**src/rtl/rau_pkg.sv**
```systemverilog
// rau_pkg: shared types and constants for the rational arithmetic unit
// no dependencies; imported by every module of the block
package rau_pkg;

    localparam int MAG_W = 32;
    localparam int PROD_W = 2 * MAG_W;

    typedef enum logic [1:0] {
        OP_ADD = 2'd0,
        OP_SUB = 2'd1,
        OP_MUL = 2'd2,
        OP_DIV = 2'd3
    } t_op;

    typedef struct packed {
        logic [1:0]         req_type;
        logic signed [31:0] left_num;
        logic signed [31:0] left_den;
        logic signed [31:0] right_num;
        logic signed [31:0] right_den;
    } t_req;

    typedef struct packed {
        logic signed [63:0] result_num;
        logic [62:0]        result_den;
        logic               status;
    } t_res;

    // classified job handed from front to back
    typedef struct packed {
        t_op              op;
        logic             err;
        logic             ln_neg;
        logic             rn_neg;
        logic [MAG_W-1:0] ln;
        logic [MAG_W-1:0] ld;
        logic [MAG_W-1:0] rn;
        logic [MAG_W-1:0] rd;
    } t_job;

endpackage

```
**src/rtl/rau_front.sv**
```systemverilog
// rau_front: takes request transfers, splits operands into sign and magnitude
// and flags zero denominators and division by a zero fraction; depends on rau_pkg
module rau_front #(
    parameter int OPERAND_WIDTH = 32
) (
    input  logic          i_valid,
    output logic          o_stall,
    input  rau_pkg::t_req i_req,
    input  logic          i_full,
    output logic          o_push,
    output rau_pkg::t_job o_job
);
    import rau_pkg::*;

    localparam int W = OPERAND_WIDTH;

    logic [W-1:0] ln_m, ld_m, rn_m, rd_m;
    logic         ln_s, ld_s, rn_s, rd_s;
    t_op          op;

    function automatic logic [W-1:0] mag_of(input logic [W-1:0] v);
        logic [W-1:0] m;
        m = v[W-1] ? (~v + 1'b1) : v;
        // most negative value negates to itself, which is already its magnitude
        if (v[W-1] && (m == '0)) begin
            m = {1'b1, {(W-1){1'b0}}};
        end
        return m;
    endfunction

    always_comb begin
        op   = t_op'(i_req.req_type);
        ln_s = i_req.left_num[W-1];
        ld_s = i_req.left_den[W-1];
        rn_s = i_req.right_num[W-1];
        rd_s = i_req.right_den[W-1];
        ln_m = mag_of(i_req.left_num[W-1:0]);
        ld_m = mag_of(i_req.left_den[W-1:0]);
        rn_m = mag_of(i_req.right_num[W-1:0]);
        rd_m = mag_of(i_req.right_den[W-1:0]);

        o_job.op     = op;
        o_job.err    = (ld_m == '0) || (rd_m == '0) || ((op == OP_DIV) && (rn_m == '0));
        o_job.ln_neg = ln_s ^ ld_s;
        o_job.rn_neg = rn_s ^ rd_s ^ (op == OP_SUB);
        o_job.ln     = MAG_W'(ln_m);
        o_job.ld     = MAG_W'(ld_m);
        o_job.rn     = MAG_W'(rn_m);
        o_job.rd     = MAG_W'(rd_m);
    end

    assign o_stall = i_full;
    assign o_push  = i_valid && !i_full;

endmodule

```
**config.mk**
```make
export PLATFORM = sky130hd
export DESIGN_NAME = rau_front
export DESIGN_NICKNAME = d
export VERILOG_FILES = /design/src/rtl/rau_pkg.sv /design/src/rtl/rau_front.sv
export SDC_FILE = /design/constraint.sdc
export NUM_CORES = 1
export LEC_CHECK = 0
export ABC_CLOCK_PERIOD_IN_PS = 4000
export BUFFER_PORTS_ARGS = -buffer_cell sky130_fd_sc_hd__buf_2
export CAP_MARGIN = 10
export CELL_PAD_IN_SITES_DETAIL_PLACEMENT = 0
export CELL_PAD_IN_SITES_GLOBAL_PLACEMENT = 1
export CORE_MARGIN = 2
export CORE_UTILIZATION = 29
export DETAILED_ROUTE_END_ITERATION = 10
export PLACE_DENSITY_LB_ADDON = 0.05
export SYNTH_ARGS = -nofsm -noshare
export SYNTH_HDL_FRONTEND = slang
export SYNTH_SLANG_ARGS = --single-unit
```
**constraint.sdc**
```tcl
create_clock -name vclk -period 4
set_input_delay 0.2 -clock vclk [all_inputs]
set_output_delay 0.2 -clock vclk [all_outputs]
set_load 0.01 [all_outputs]
```
== Word-level counts from Yosys, hierarchy flattened ==
Index checks and enable logic that the tools add are counted.
Storage, ports and cells
  bits of input ports: 132
  bits in latches: 0
  memories kept: 0
  register bits after elaboration: 0
  ROM bits: 0
  output and inout bits: 135
  memory bits (writable): 0
Cells by class
  order comparisons: 0
  multiply operators: 0
  add/subtract/negate cells: 4
  reductions and logical operators: 16
  bitwise operators: 7
  muxes and demuxes: 8
  shifts and indexed selects: 0
  divide/modulo/power cells: 0
  eq/ne operators: 2
Operators by type and width (number)
  $mux 32: 8
  $logic_not 32->1: 7
  $add 32x1->32 const B: 4
  $not 32->32: 4
  $logic_and 1x1->1: 6
  $xor 1x1->1: 3
  $eq 2x1->1 const B: 1
  $eq 2x2->1 const B: 1
  $logic_or 1x1->1: 2
  $logic_not 1->1: 1

== Longest topological paths before layout ==
  depth in word-level cells: 9
  gate-level depth with buffers: 11
  mapped depth without buffers: 10

== Worst setup path after synthesis ==
OpenSTA, ideal clock, no wires.
  path kind: input-to-output
  from: input port i_req[104] in the netlist's numbering
  to: output port o_job[127] in the netlist's numbering
  stages on the path: 10
  slack: 0.337 ns
  data arrival time: 3.463 ns
  cell sequence: buf_6 or4_4 or4_4 or4_4 buf_6 o31ai_4 xnor2_1 or4b_1 or4_1 o31ai_1
RTL lines
  from (decl): line rau_front.sv:8  | input rau_pkg::t_req i_req,
  to (decl): line rau_front.sv:11  | output rau_pkg::t_job o_job

==> impl_metrics.json <==
{
  "netlist_area_mm2": 0.004091,
  "antenna_left": 0,
  "initial_core_util_pct": 29.59,
  "routedWlPerCell_um": 16.18,
  "grt_start_max_net_pins": 39,
  "seq_area_frac_synth_pct": 0,
  "grt_usage_pct": 20.30,
  "criticalPathCategory": "primary input to output port",
  "drv_slew": 0,
  "slowest_stage": "or4_4",
  "synthXorXnorAreaFrac_pct": 25.47,
  "power.internal_w": 0.0002836,
  "status": "completed",
  "crit_family": "simple AND/OR/NAND/NOR gates",
  "synth_area_per_cell_um2": 6.525,
  "port_buffers": 267,
  "grt_pass1_vias": 5199,
  "totalNegativeSetupSlack_ns": 0,
  "post-route-util_pct": 40.23,
  "p_leak_nw": 2.285,
  "synth_area_leader_cell": "xnor2_1",
  "synth_mux_area_share_pct": 1.896,
  "holdCritPathClass": "primary input to output port",
  "fmax_ghz": 0.2566,
  "arrival_ns": 3.70,
  "synth.most_common_cell": "xnor2_1",
  "drc": 0,
  "synth-compound-area-share_pct": 27.37,
  "cp.buffers_inverters": 2,
  "syn-num-nets": 763,
  "num_vias": 5711,
  "seqPwrFrac_pct": 0,
  "whs_endpoint": "o_stall",
  "hpwl_um": 14120,
  "period_share_pct": 97.44,
  "ir_drop_mv": 0.06769,
  "synth_top_area_share_pct": 21.19,
  "synth_fa_ha_area_share_pct": 1.223,
  "via_per_inst": 5.481,
  "min_period_ns": 3.898,
  "syn_to_final_growth_pct": 35.96,
  "overflow": 0,
  "die_area_mm2": 0.01507,
  "nNetsFinal": 1000,
  "cts_hold_buffers": 0,
  "yosys_warnings": 0,
  "clockPowerShare_pct": 0,
  "critPathCaptureType": "output port",
  "synthTopCellsByArea": "xnor2_1 (21%), o31ai_1 (7.0%), nand2_1 (4.9%)",
  "powerDensity_mw_per_mm2": 120.8,
  "antenna_found_initial": 0,
  "cp_common_cell": "or4_4",
  "swShare_pct": 57.79,
  "place.gp.congestion": 0.8733,
  "max-slew-margin-rel_pct": 53.83,
  "max_stage_delay_ns": 0.55,
  "drive_above_1_share_pct": 36.66,
  "antennaDiodeCount": 0,
  "synth_top_family_by_area": "simple AND/OR/NAND/NOR gates",
  "worstPathCellList": "buf_2 > or4_4 > or4_4 > or4_4 > o31ai_4 > xnor2_1 > or4b_1 > or4_1 > o31ai_1 > buf_2",
  "min_from": "i_full",
  "first_pass_iters": 5,
  "cp_max_fo": 6,
  "cts_setup_buffers": 0,
  "regArea_um2": 0,
  "cp.required_ns": 3.80,
  "cp-start-kind": "primary input",
  "final-setup-viol-count": 0,
  "netlist_instances": 627,
  "synth_cell_types": 63,
  "wirelength_um": 16860,
  "worstMarginPinSlew_ns": 0.6862,
  "pwr-share-comb_pct": 100.0,
  "hold_violations": 0,
  "die_y_um": 122.8,
  "synth-simple-area-share_pct": 36.15,
  "core_area_mm2": 0.01383,
  "synth_common_cells": "xnor2_1 (99), nand2_1 (53), nor2_1 (42)",
  "seq_cells": 0,
  "holdPathStages": 2,
  "timing.max_cap.violations": 0,
  "io_pins": 267,
  "drtIter0Drc": 343,
  "power.switching_w": 0.0003883,
  "grt_setup_unrepaired": "no",
  "rows": 43,
  "grt_pass1_wl_um": 25550,
  "clkbuf_count": 0,
  "dieWidth_um": 122.8
}
==> power by group through the flow <==
stage | combinational, W | clock [W] | sequential (W)
detailed placement | 0.000672 | 0 | 0
finish | 0.000672 | 0 | 0
floorplan | 0.000365 | 0 | 0
global placement | 0.000673 | 0 | 0
global route | 0.000736 | 0 | 0
CTS | 0.000675 | 0 | 0
==> placed cells by master, fill, tap and decap left out, types with 4 or more instances in the layout <==
cell type	netlist	final
nand2_1	53	53
xor2_1	20	20
nand4_1	13	13
nor3_1	14	14
o31ai_1	38	38
a21oi_1	15	15
nor4_1	20	20
nand2b_1	11	11
ha_1	4	4
mux2_2	6	6
buf_2	0	267
a32oi_1	4	4
or2_2	17	17
o41ai_1	18	18
a21o_1	5	5
o21ai_0	35	35
xnor2_1	99	99
or4_4	4	4
or3_1	22	22
a31oi_1	6	6
nand4b_1	6	6
nor2b_1	5	5
nand3_1	16	16
buf_4	3	14
nor2_1	42	42
or4_1	21	21
inv_1	33	33
==> repair_timing <==
item | in CTS | in global routing
setup endpoints to repair | 0 | 2
gates resized for setup | 0 | 1
hold endpoints to repair | 0 | 0
==> stage by stage <==
step	cell area [µm²]	cells	worst slack, ns	hold WS [ns]	total power [W]
2_1_floorplan	4091	627	0.3367	0.4464	0.0003652
6_report	5563	1042	0.1023	0.5977	0.0006719
4_1_cts	5559	1042	0.06840	0.5982	0.0006750
5_1_grt	5563	1042	0.001814	0.6327	0.0007362
3_5_place_dp	5559	1042	0.09235	0.5982	0.0006718
3_3_place_gp	5559	1042	0.2036	0.5988	0.0006728
==> area by class of cell <==
type                            instances  area (µm²)
Fill cell                            1520        8264
Inverter                               33       123.9
Multi-Input combinational cell        548        3772
Tap cell                              180       225.2
Timing Repair Buffer                  281        1441
==> worst max path at each step <==
stage	startpoint	endpoint	slack, ns	cells after the start
floorplan	i_req[104]	o_job[127]	0.34	10
global placement	i_req[32]	o_job[63]	0.20	12
detailed placement	i_req[32]	o_job[63]	0.09	12
CTS	i_req[32]	o_job[63]	0.07	12
global route	i_req[106]	o_job[127]	0.002	10
finish	i_req[106]	o_job[127]	0.10	10
==> cells by family (layout without fill, tap and decap cells) <==
group           count (synthesis)  count (layout)
xor+xnor                      119             119
buf+inv                        79             314
fa+ha+maj                       4               4
mux                             7               7
compound gates                155             155
simple gates                  263             263
==> layer usage <==
| layer | wire length (µm) | up-vias | global-route usage (%) | share of wire, % |
|---|---|---|---|---|
| met5 | 0 | - | 0 | 0 |
| met4 | 223 | 0 | 2.586 | 1.3 |
| met3 | 1285 | 18 | 2.556 | 7.6 |
| met2 | 8183 | 238 | 36.43 | 49 |
| met1 | 7169 | 2635 | 26.42 | 43 |
| li1 | - | 2820 | - | - |
Note: power is estimated with default switching activity, not from simulation.
