## src/rtl/rau_pkg.sv

```systemverilog
// rau_pkg: shared types and constants for the rational arithmetic unit
// no dependencies; imported by every module of the block
package rau_pkg;

    localparam int MAG_W = 32;
    localparam int PROD_W = 2 * MAG_W;

    typedef enum logic [1:0] {
        OP_ADD = 2'd0,
        OP_SUB = 2'd1,
        OP_MUL = 2'd2,
        OP_DIV = 2'd3
    } t_op;

    typedef struct packed {
        logic [1:0]         req_type;
        logic signed [31:0] left_num;
        logic signed [31:0] left_den;
        logic signed [31:0] right_num;
        logic signed [31:0] right_den;
    } t_req;

    typedef struct packed {
        logic signed [63:0] result_num;
        logic [62:0]        result_den;
        logic               status;
    } t_res;

    // classified job handed from front to back
    typedef struct packed {
        t_op              op;
        logic             err;
        logic             ln_neg;
        logic             rn_neg;
        logic [MAG_W-1:0] ln;
        logic [MAG_W-1:0] ld;
        logic [MAG_W-1:0] rn;
        logic [MAG_W-1:0] rd;
    } t_job;

endpackage

```

## src/rtl/rau_queue.sv

```systemverilog
// rau_queue: two-entry job queue between front and back
// depends on rau_pkg
module rau_queue (
    input  logic          i_clk,
    input  logic          i_rst_n,
    input  logic          i_push,
    input  rau_pkg::t_job i_job,
    output logic          o_full,
    input  logic          i_pop,
    output logic          o_empty,
    output rau_pkg::t_job o_job
);
    import rau_pkg::*;

    t_job       r_mem [2];
    logic       r_wr_ptr, r_rd_ptr;
    logic [1:0] r_count;

    assign o_full  = (r_count == 2'd2);
    assign o_empty = (r_count == 2'd0);
    assign o_job   = r_mem[r_rd_ptr];

    always_ff @(posedge i_clk) begin
        if (i_push) begin
            r_mem[r_wr_ptr] <= i_job;
        end
        if (!i_rst_n) begin
            r_wr_ptr <= 1'b0;
            r_rd_ptr <= 1'b0;
            r_count  <= 2'd0;
        end else begin
            if (i_push) begin
                r_wr_ptr <= ~r_wr_ptr;
            end
            if (i_pop) begin
                r_rd_ptr <= ~r_rd_ptr;
            end
            r_count <= r_count + 2'(i_push) - 2'(i_pop);
        end
    end

endmodule

```

## config.mk

```make
export PLATFORM = sky130hd
export DESIGN_NAME = rau_queue
export DESIGN_NICKNAME = d
export VERILOG_FILES = /design/src/rtl/rau_pkg.sv /design/src/rtl/rau_queue.sv
export SDC_FILE = /design/constraint.sdc
export NUM_CORES = 1
export LEC_CHECK = 0
export BUFFER_PORTS_ARGS = -buffer_cell sky130_fd_sc_hd__buf_2
export CORE_UTILIZATION = 35
export DETAILED_ROUTE_END_ITERATION = 8
export HOLD_SLACK_MARGIN = 0.05
export PLACE_DENSITY_LB_ADDON = 0.25
export SLEW_MARGIN = 30
export SYNTH_ARGS = -nofsm -noshare
export SYNTH_HDL_FRONTEND = slang
export SYNTH_SLANG_ARGS = --single-unit
export TNS_END_PERCENT = 5
```

## constraint.sdc

```tcl
create_clock -name i_clk -period 10.8 [get_ports i_clk]
set_clock_uncertainty 0.1 [all_clocks]
set_input_delay 0.54 -clock i_clk [delete_from_list [all_inputs] [get_ports i_clk]]
set_output_delay 0.54 -clock i_clk [all_outputs]
set_load 0.1 [all_outputs]
```

# ---- Word level (Yosys, flattened, before mapping)
# Memory sizes are Yosys's and may differ from the RTL's. A register that Yosys moved wholly into a read port is not among the register bits.
# Index checks and enable logic that the tools add are counted.
dict set report totals {
  ff_bits 4
  mem_bits_rw 266
  inputBits 137
  out_inout_bits 135
  elab_cells 14
  mem_count 1
}
dict set report classes {
  n_addsub 2
  n_eq_ne 1
  n_mux 4
  n_bitwise 2
  reduce_logical 1
}
# memory depth width read_ports rd_clocked_by_memory_dff write_ports line
set mem_list {}
lappend mem_list {r_mem 2 133 1 1 1 rau_queue.sv:15} ;# t_job r_mem [2];
# operator count
set ops {}
lappend ops {{two-way mux 1 bit} 4}
lappend ops {{adder 2 x 1 -> 2 bit} 1}
lappend ops {{== test 2 bit, second input constant} 1}
lappend ops {{logical NOT 2 bit} 1}
lappend ops {{inverter 1 bit} 2}
lappend ops {{subtractor 2 x 1 -> 2 bit} 1}

# ---- Logic depth before layout (Yosys ltp)
# Gate-level depths: netlist of the first run.
dict set report logic_depth {
  depth_word 3
  ltp_mapped 6
  ltp_nobuf 6
}

# ---- Worst setup path after synthesis of the first run
# OpenSTA, ideal clock, no wires.
dict set report synth_timing {
  kind {in2reg}
  startpoint {in i_push}
  endpoint {mem r_mem[0][0] (netlist name) (enable)}
  setup_time_ns 0.643
  t_arrival_ns 6.333
  required_time_ns 10.057
  slack_ns 3.724
  path_stages 1
  path_buffers 0
  path_cell_list {nor2b_1}
}
dict set report synth_via {
  elab_chain_len 2
}
# element line
set synth_rtl {}
lappend synth_rtl {{start: declaration} rau_queue.sv:6} ;# input logic i_push,
lappend synth_rtl {{two-way mux 1 bit} rau_queue.sv:24} ;# if (i_push) begin
lappend synth_rtl {{two-way mux 1 bit (implied by the code)} rau_queue.sv:25} ;# r_mem[r_wr_ptr] <= i_job;
lappend synth_rtl {{end: declaration} rau_queue.sv:15}
# No other way between the ends.

==> results of run 1 <==
==> logic make-up (layout without fill, tap and decap cells) <==
kind of cell | count (synthesis) | count (layout) | synth area share, %
other cells | 0 | 1 | 0
xor+xnor | 2 | 2 | 0.310
mux | 133 | 133 | 17.4
fa+ha+maj | 2 | 2 | 0.248
buf+inv | 17 | 331 | 1.37
simple gates | 9 | 9 | 0.532
compound gates | 1 | 1 | 0.0743
flops | 271 | 271 | 80.0
==> routing by layer <==
metal,vias up,share of wire (%)
li1,2313,-
met1,2453,40
met2,204,48
met3,35,9.3
met4,2,2.1
met5,-,0.068
==> how the worst max path moves through the flow <==
stage / from / end / slack, ps / depth (start not counted)
floorplan: i_push / r_mem[0][0]$_DFFE_PP_ / 3720 / 1
global placement: flip-flop / o_job[127] / 7320 / 3
detailed placement: flip-flop / o_job[89] / 7680 / 4
CTS: flip-flop / o_job[89] / 7100 / 4
global route: flip-flop / o_job[127] / 6980 / 4
finish: flip-flop / o_job[89] / 7180 / 4
==> synth_stat cells <==
library cell               number
sky130_fd_sc_hd__edfxtp_1     266
sky130_fd_sc_hd__mux2_4        70
sky130_fd_sc_hd__mux2_2        63
sky130_fd_sc_hd__buf_6          9
sky130_fd_sc_hd__buf_2          6
sky130_fd_sc_hd__dfxtp_1        5
sky130_fd_sc_hd__and2_1         4
sky130_fd_sc_hd__nor2b_1        4
sky130_fd_sc_hd__ha_1           2
sky130_fd_sc_hd__inv_1          2
sky130_fd_sc_hd__nor2_1         1
sky130_fd_sc_hd__o21a_1         1
sky130_fd_sc_hd__xnor3_1        1
sky130_fd_sc_hd__xor2_1         1
==> power groups by stage <==
stage	clock [mW]	combinational, mW	sequential [mW]
floorplan	0	0.532	1.26
global placement	0	0.607	1.26
detailed placement	0	0.619	1.26
CTS	1.05	0.621	1.24
global route	1.08	0.637	1.24
finish	1.01	0.615	1.24
==> layout by cell type (no fill, tap or decap) <==
| cell | n |
|---|---|
| sky130_fd_sc_hd__mux2_2 | 63 |
| sky130_fd_sc_hd__xor2_1 | 1 |
| sky130_fd_sc_hd__nor2_1 | 1 |
| sky130_fd_sc_hd__clkinv_2 | 7 |
| sky130_fd_sc_hd__nor2b_4 | 1 |
| sky130_fd_sc_hd__ha_1 | 2 |
| sky130_fd_sc_hd__buf_6 | 3 |
| sky130_fd_sc_hd__buf_4 | 1 |
| sky130_fd_sc_hd__mux2_4 | 70 |
| sky130_fd_sc_hd__clkinv_4 | 2 |
| sky130_fd_sc_hd__buf_12 | 1 |
| sky130_fd_sc_hd__clkinv_1 | 6 |
| sky130_fd_sc_hd__clkbuf_16 | 29 |
| sky130_fd_sc_hd__xnor3_1 | 1 |
| sky130_fd_sc_hd__dfxtp_4 | 1 |
| sky130_fd_sc_hd__edfxtp_1 | 266 |
| sky130_fd_sc_hd__and2_1 | 3 |
| sky130_fd_sc_hd__diode_2 | 1 |
| sky130_fd_sc_hd__nor2b_1 | 3 |
| sky130_fd_sc_hd__inv_1 | 2 |
| sky130_fd_sc_hd__and2_4 | 1 |
| sky130_fd_sc_hd__clkbuf_1 | 1 |
| sky130_fd_sc_hd__buf_2 | 271 |
| sky130_fd_sc_hd__o21a_1 | 1 |
| sky130_fd_sc_hd__dfxtp_1 | 4 |
| sky130_fd_sc_hd__clkinvlp_4 | 2 |
| sky130_fd_sc_hd__bufinv_16 | 6 |
==> sequential cells by signal, summed over array words and instances (netlist names), named ones only <==
name      cells
r_rd_ptr      1
r_wr_ptr      1
r_count       2
r_mem       266
==> final cells by class <==
class / count / area (um^2) / share of cell area [%]
Inverter: 2 / 7.51 / 0.0583
Clock buffer: 30 / 729 / 5.66
Sequential cell: 271 / 8090 / 62.8
Timing Repair Buffer: 276 / 1420 / 11.0
Multi-Input combinational cell: 147 / 1890 / 14.7
Clock inverter: 23 / 270 / 2.10
Tap cell: 378 / 473 / 3.67
Antenna cell: 1 / 2.50 / 0.0194
==> critical path, delay by kind of cell, from the launching register on <==
| kind | cells | cell delay, ps |
|---|---|---|
| buffers and inverters | 3 | 1370 |
| flip-flops | 1 | 690 |
| multiplexers | 1 | 290 |
==> summary.log, run 1 <==
qor: critical_path.critical_path.reg2reg.startpoint r_wr_ptr$_SDFFE_PN0P_
qor: grt.first_pass_grt_wire_length 27800 um
qor: place.hpwl 12700 um
qor: pwr.total_power_after_layout 2.87 mW
qor: critical_path.r2r_slack 8510 ps
qor: logic_synthesis.synth_seq_area_share 80.0%
qor: grt.grt_use_total 12.3%
qor: clock_tree.cts.repair.resized 0
qor: finish.area_delta_synth_final 27.5%
qor: floorplanning.floorplan.core_area 0.0281 mm^2
qor: flow_run.cap_violations 0
qor: critical_path.timing_worst_setup_path_type flip-flop to primary output
qor: grt.first_global_vias 5144
qor: pwr.power_per_cell_area 223 mW/mm^2
qor: floorplanning.floorplan.rows 61
qor: logic_synthesis.synth_area_per_cell 23.2 um^2
qor: finish.final_layout_size_suffix_gt1_share 61.1%
qor: pwr.p_int 1.98 mW
qor: routing.detailedRoute.firstIterationViolations 273
qor: routing.num_vias 5007
qor: critical_path.cp-end-kind primary output
qor: finish.final_cell_count_no_fill 1128
qor: timing.timing_worst_slew_pin_value 911 ps
qor: logic_synthesis.yosys.cell_types.count 14
qor: clock_tree.tritoncts.num_buffers 29
qor: clock_tree.postCtsSetupBuffers 0
qor: floorplanning.fp.dieArea 0.0296 mm^2
qor: logic_synthesis.synthTopCellsByArea sky130_fd_sc_hd__edfxtp_1, sky130_fd_sc_hd__mux2_4, sky130_fd_sc_hd__mux2_2, sky130_fd_sc_hd__buf_6, sky130_fd_sc_hd__dfxtp_1
qor: worst_hold_path.min_path_type input pin to flip-flop
qor: place.io_buffers 271
qor: pwr.power_switching 889 uW
qor: critical_path.crit_fanout 60
qor: pwr.netSwitchingFraction 31.0%
qor: routing.dr_pass1_iterations 4
qor: timing.final-hold-violation-count 0
qor: routing.detail_route.drc_violations 0
qor: critical_path.reg2reg_depth 2
qor: logic_synthesis.synth_top_cell_area_share 79.0%
qor: floorplanning.ios 272
qor: critical_path.arrival 2980 ps
qor: finish.nNetsFinal 866
qor: worst_hold_path.beginning_of_the_worst_hold_path i_job[59]
qor: grt.busiest_layer met2
qor: place.placed_area 0.0119 mm^2
qor: grt.grt.met3_usage 4.10%
qor: grt.globalRouteOverflowTotal 0
qor: pwr.power.leakage 4.96 nW
qor: timing.maxSlewViolCount 0
qor: clock_tree.insertion_delay 520 ps
qor: clock_tree.clockRootBuffer sky130_fd_sc_hd__clkbuf_16
qor: logic_synthesis.synth.cell_area 0.0101 mm^2
qor: place.placed_cells_incl_taps 1074
qor: clock_tree.cts_htree_levels 1
qor: clock_tree.clock_pin_transition_on_the_worst_setup_and_hold_timing_paths 60 ps
qor: floorplanning.effective_utilization_at_floorplan 36.0%
qor: finish.final.fill_count 2479
qor: routing.wl_per_cell 16.9 um
qor: routing.viasPerCell 4.44
qor: place.globalplace.congestion 0.719
qor: timing.min_period 3620 ps
qor: finish.stdcell_area 0.0129 mm^2
qor: timing.setup-violations-final 0
qor: grt.grt_start_max_net_pins 73
qor: pwr.seq_power_share 43.1%
qor: timing.hold-worst-slack 96.4 ps
qor: routing.route.final.wire_length 19100 um
qor: timing.setup_ws 7180 ps
qor: timing.min_period_over_period 33.5%
qor: timing.setup_repair_after_global_routing_missed_its_margin false
qor: logic_synthesis.syn-instance-count 435
qor: finish.utilization 45.9%
qor: critical_path.timing.critical_path.from_type flip-flop
qor: place.dp_slack 7680 ps
qor: floorplanning.die_width 172 um
qor: floorplanning.die_height 172 um
qor: critical_path.required 10160 ps
qor: timing.slew_headroom 39.3%
qor: grt.use_met1 15.0%
qor: grt.groute.layer.met2.usage 20.5%
qor: clock_tree.cts.sinks 271
qor: critical_path.crit_chain buf_12, buf_6, mux2_4, buf_2
qor: status.run_status completed
qor: worst_hold_path.timing.hold.worst_endpoint r_mem[0][59]$_DFFE_PP_
qor: logic_synthesis.yosysWarnings 0
qor: critical_path.worst_r2r_endpoint r_mem[1][92]$_DFFE_PP_
qor: timing.fin_setup_tns 0 ps
qor: logic_synthesis.synth.net_count 574
qor: clock_tree.max-clock-path-buffers 3
qor: critical_path.critPathSlowestCell sky130_fd_sc_hd__dfxtp_4
qor: timing.achievable-frequency 0.276 GHz
qor: routing.detail-route-antenna-nets 0
qor: clock_tree.tritoncts_clock_tree built
qor: pwr.ir_worst_vdd 0.000136 V
qor: logic_synthesis.yosys.area.top_type sky130_fd_sc_hd__edfxtp_1
qor: logic_synthesis.synth-seq-cells 271
qor: grt.grt_antenna_before_repair 2
qor: pwr.share_clk_of_total_power 35.4%
qor: clock_tree.ctsHoldBuffers 0
qor: worst_hold_path.worst_hold_path.num_cells 1
qor: pwr.power_frac_comb 21.5%
qor: critical_path.timing.critical_path.slowest_cell_delay 690 ps
Power figures use the tool's default switching activity.
==> run 2: changes to the inputs <==
Clock period 10.8 ns to 3.1 ns, I/O delays scaled along.
==> run 2 against run 1 <==
Effect of this change:
- sequential power grew to 3.5 times the previous value
- sequential share of layout area decreased by 5.8 points
- largest cell class unchanged
- largest power group unchanged
- highest routed layer is now met4
- combinational power grew to 3.8 times the previous value
- worst setup slack worse by 6700 ps
- wire length rose by 6.8%
- utilization increased by 4.7 points
==> summary.log, run 2 (synthesized netlist as in run 1, its figures left out) <==
qor: clock_tree.clock_pin_transition_on_the_worst_setup_and_hold_timing_paths 60 ps [about the same]
qor: routing.wl_per_cell 16.1 um [was 16.9 um]
qor: clock_tree.cts_htree_levels 1 [unchanged]
qor: routing.detailedRoute.firstIterationViolations 234 [was 273]
qor: routing.route.final.wire_length 20400 um [was 19100 um]
qor: place.io_buffers 271 [unchanged]
qor: clock_tree.cts.repair.resized 0 [unchanged]
qor: timing.timing_worst_slew_pin_value 532 ps [was 911 ps]
qor: routing.detail-route-antenna-nets 0 [unchanged]
qor: timing.achievable-frequency 0.388 GHz
qor: critical_path.cp-end-kind primary output [unchanged]
qor: floorplanning.floorplan.rows 61 [unchanged]
qor: grt.grt_use_total 13.1% [was 12.3%]
qor: finish.most-common-layout-cells sky130_fd_sc_hd__buf_2, sky130_fd_sc_hd__edfxtp_1, sky130_fd_sc_hd__dlygate4sd3_1, sky130_fd_sc_hd__mux2_4, sky130_fd_sc_hd__mux2_2 [was sky130_fd_sc_hd__buf_2, sky130_fd_sc_hd__edfxtp_1, sky130_fd_sc_hd__mux2_4, sky130_fd_sc_hd__mux2_2, sky130_fd_sc_hd__clkbuf_16]
qor: clock_tree.insertion_delay 530 ps [was 520 ps]
qor: finish.regMostFlops r_mem [unchanged]
qor: critical_path.arrival 2320 ps [was 2980 ps]
qor: worst_hold_path.min_path_type input pin to flip-flop [unchanged]
qor: grt.grt_start_max_net_pins 71 [was 73]
qor: clock_tree.tritoncts_clock_tree built [unchanged]
qor: critical_path.timing.critical_path.from_type flip-flop [unchanged]
qor: critical_path.timing.critical_path.slowest_cell_delay 640 ps [was 690 ps]
qor: grt.globalRouteOverflowTotal 0 [unchanged]
qor: timing.min_period_over_period 83.1%
qor: grt.first_global_vias 5865 [was 5144]
qor: finish.area_delta_synth_final 40.5% [was 27.5%]
qor: routing.viasPerCell 4.35 [was 4.44]
qor: critical_path.crit_chain buf_4, mux2_2, buf_2 [was buf_12, buf_6, mux2_4, buf_2]
qor: routing.dr_pass1_iterations 4 [unchanged]
qor: grt.first_pass_grt_wire_length 30000 um [was 27800 um]
qor: critical_path.crit_fanout 28 [was 60]
qor: clock_tree.cts.sinks 271 [unchanged]
qor: pwr.share_clk_of_total_power 32.5% [was 35.4%]
qor: pwr.ir_worst_vdd 0.000512 V [was 0.000136 V]
qor: floorplanning.fp.dieArea 0.0296 mm^2 [unchanged]
qor: critical_path.critPathSlowestCell sky130_fd_sc_hd__dfxtp_4 [unchanged]
qor: place.placed_area 0.0119 mm^2 [about the same]
qor: timing.setup-violations-final 0 [unchanged]
qor: finish.final_layout_size_suffix_gt1_share 51.1% [was 61.1%]
qor: pwr.power_frac_comb 23.6% [was 21.5%]
qor: floorplanning.ios 272 [unchanged]
qor: clock_tree.max-clock-path-buffers 3 [unchanged]
qor: routing.num_vias 5508 [was 5007]
qor: critical_path.timing_worst_setup_path_type flip-flop to primary output [unchanged]
qor: floorplanning.die_height 172 um [unchanged]
qor: timing.final-hold-violation-count 0 [unchanged]
qor: flow_run.cap_violations 0 [unchanged]
qor: finish.nNetsFinal 1005 [was 866]
qor: pwr.p_int 6.68 mW [was 1.98 mW]
qor: floorplanning.effective_utilization_at_floorplan 36.0% [unchanged]
qor: pwr.total_power_after_layout 9.79 mW [was 2.87 mW]
qor: clock_tree.tritoncts.num_buffers 28 [was 29]
qor: floorplanning.floorplan.core_area 0.0281 mm^2 [unchanged]
qor: status.run_status completed [unchanged]
qor: pwr.netSwitchingFraction 31.8% [was 31.0%]
qor: finish.top_regs r_mem (266), r_count (2) [unchanged]
qor: finish.stdcell_area 0.0142 mm^2 [was 0.0129 mm^2]
qor: critical_path.required 2840 ps [was 10160 ps]
qor: timing.setup_repair_after_global_routing_missed_its_margin false [unchanged]
qor: floorplanning.die_width 172 um [unchanged]
qor: clock_tree.clockRootBuffer sky130_fd_sc_hd__clkbuf_16 [unchanged]
qor: timing.maxSlewViolCount 0 [unchanged]
qor: routing.detail_route.drc_violations 0 [unchanged]
qor: finish.final_cell_count_no_fill 1267 [was 1128]
qor: pwr.seq_power_share 44.0% [was 43.1%]
qor: pwr.power.leakage 5.50 nW [was 4.96 nW]
qor: place.globalplace.congestion 0.750 [was 0.719]
qor: pwr.power_switching 3.11 mW [was 889 uW]
qor: pwr.power_per_cell_area 689 mW/mm^2 [was 223 mW/mm^2]
qor: place.placed_cells_incl_taps 1076 [was 1074]
qor: place.hpwl 12600 um [was 12700 um]
qor: timing.min_period 2580 ps
qor: timing.slew_headroom 64.7% [was 39.3%]
qor: grt.grt_antenna_before_repair 1 [was 2]
qor: finish.largest_register_ff_count 266 [unchanged]
qor: finish.layout_commonest_cell sky130_fd_sc_hd__buf_2 [unchanged]
-- run 2: changes by cell type in the layout (fill, tap and decap cells not counted) --
cell | previous run | this run
sky130_fd_sc_hd__bufinv_16 | 6 | 2
sky130_fd_sc_hd__buf_12 | 1 | 4
sky130_fd_sc_hd__clkinvlp_4 | 2 | 1
sky130_fd_sc_hd__dlygate4sd3_1 | 0 | 137
sky130_fd_sc_hd__buf_16 | 0 | 1
sky130_fd_sc_hd__clkinv_1 | 6 | 7
sky130_fd_sc_hd__clkinv_4 | 2 | 0
sky130_fd_sc_hd__buf_4 | 1 | 3
sky130_fd_sc_hd__clkbuf_1 | 1 | 6
sky130_fd_sc_hd__buf_6 | 3 | 0
-- run 2: timing repair --
item	CTS	global route
hold endpoints to repair	271	0
hold buffers	137	0
buffers inserted	0	0
-- run 2: power groups by stage --
| stage | sequential (mW) | combinational, mW | clock, mW |
|---|---|---|---|
| final | 4.30 | 2.31 | 3.18 |
| after global routing | 4.32 | 2.39 | 3.40 |
| after CTS | 4.31 | 2.32 | 3.27 |
| after detailed placement | 4.38 | 2.18 | 0 |
| after global placement | 4.37 | 2.15 | 0 |
| after floorplan | 4.36 | 1.85 | 0 |
-- run 2: metrics by stage --
step	worst slack [ps]	util [%]	hold WS, ps	setup TNS (ps)
global placement	1090	42.4	241	0
finish	523	50.5	239	0
CTS	442	50.4	216	0
detailed placement	1020	42.4	247	0
global route	399	50.5	221	0
floorplan	-935	-	154	-124370
-- run 2: cell type report --
class / instances / area [um^2]
Fill cell: 2339 / 13900
Sequential cell: 271 / 8090
Timing Repair Buffer: 416 / 2860
Multi-Input combinational cell: 147 / 1890
Clock buffer: 35 / 748
Tap cell: 378 / 473
Clock inverter: 17 / 129
Inverter: 2 / 7.51
Antenna cell: 1 / 2.50
-- run 2: per-layer routing --
metal,vias up,routed length [um],global-route usage [%]
met5,-,0,0
met4,0,394,3.23
met1,2690,8400,15.5
met2,198,9870,23.1
li1,2596,-,-
met3,24,1720,4.21
-- run 2: path summary, 6_finish.rpt --
kind                          from  depth (start not counted)                       to  slack [ps]
max reg2reg  r_wr_ptr$_SDFFE_PN0P_                          2  r_mem[1][127]$_DFFE_PP_        1240
min                      i_job[38]                          2   r_mem[1][38]$_DFFE_PP_         240
max                      flip-flop                          3                o_job[58]         520
min reg2reg  r_rd_ptr$_SDFFE_PN0P_                          2    r_rd_ptr$_SDFFE_PN0P_         480
-- run 2: worst max-delay path: cells and delay by family (launching register included) --
| kind | cells | cell delay, ps |
|---|---|---|
| buffers and inverters | 2 | 740 |
| flip-flops | 1 | 640 |
| multiplexers | 1 | 400 |
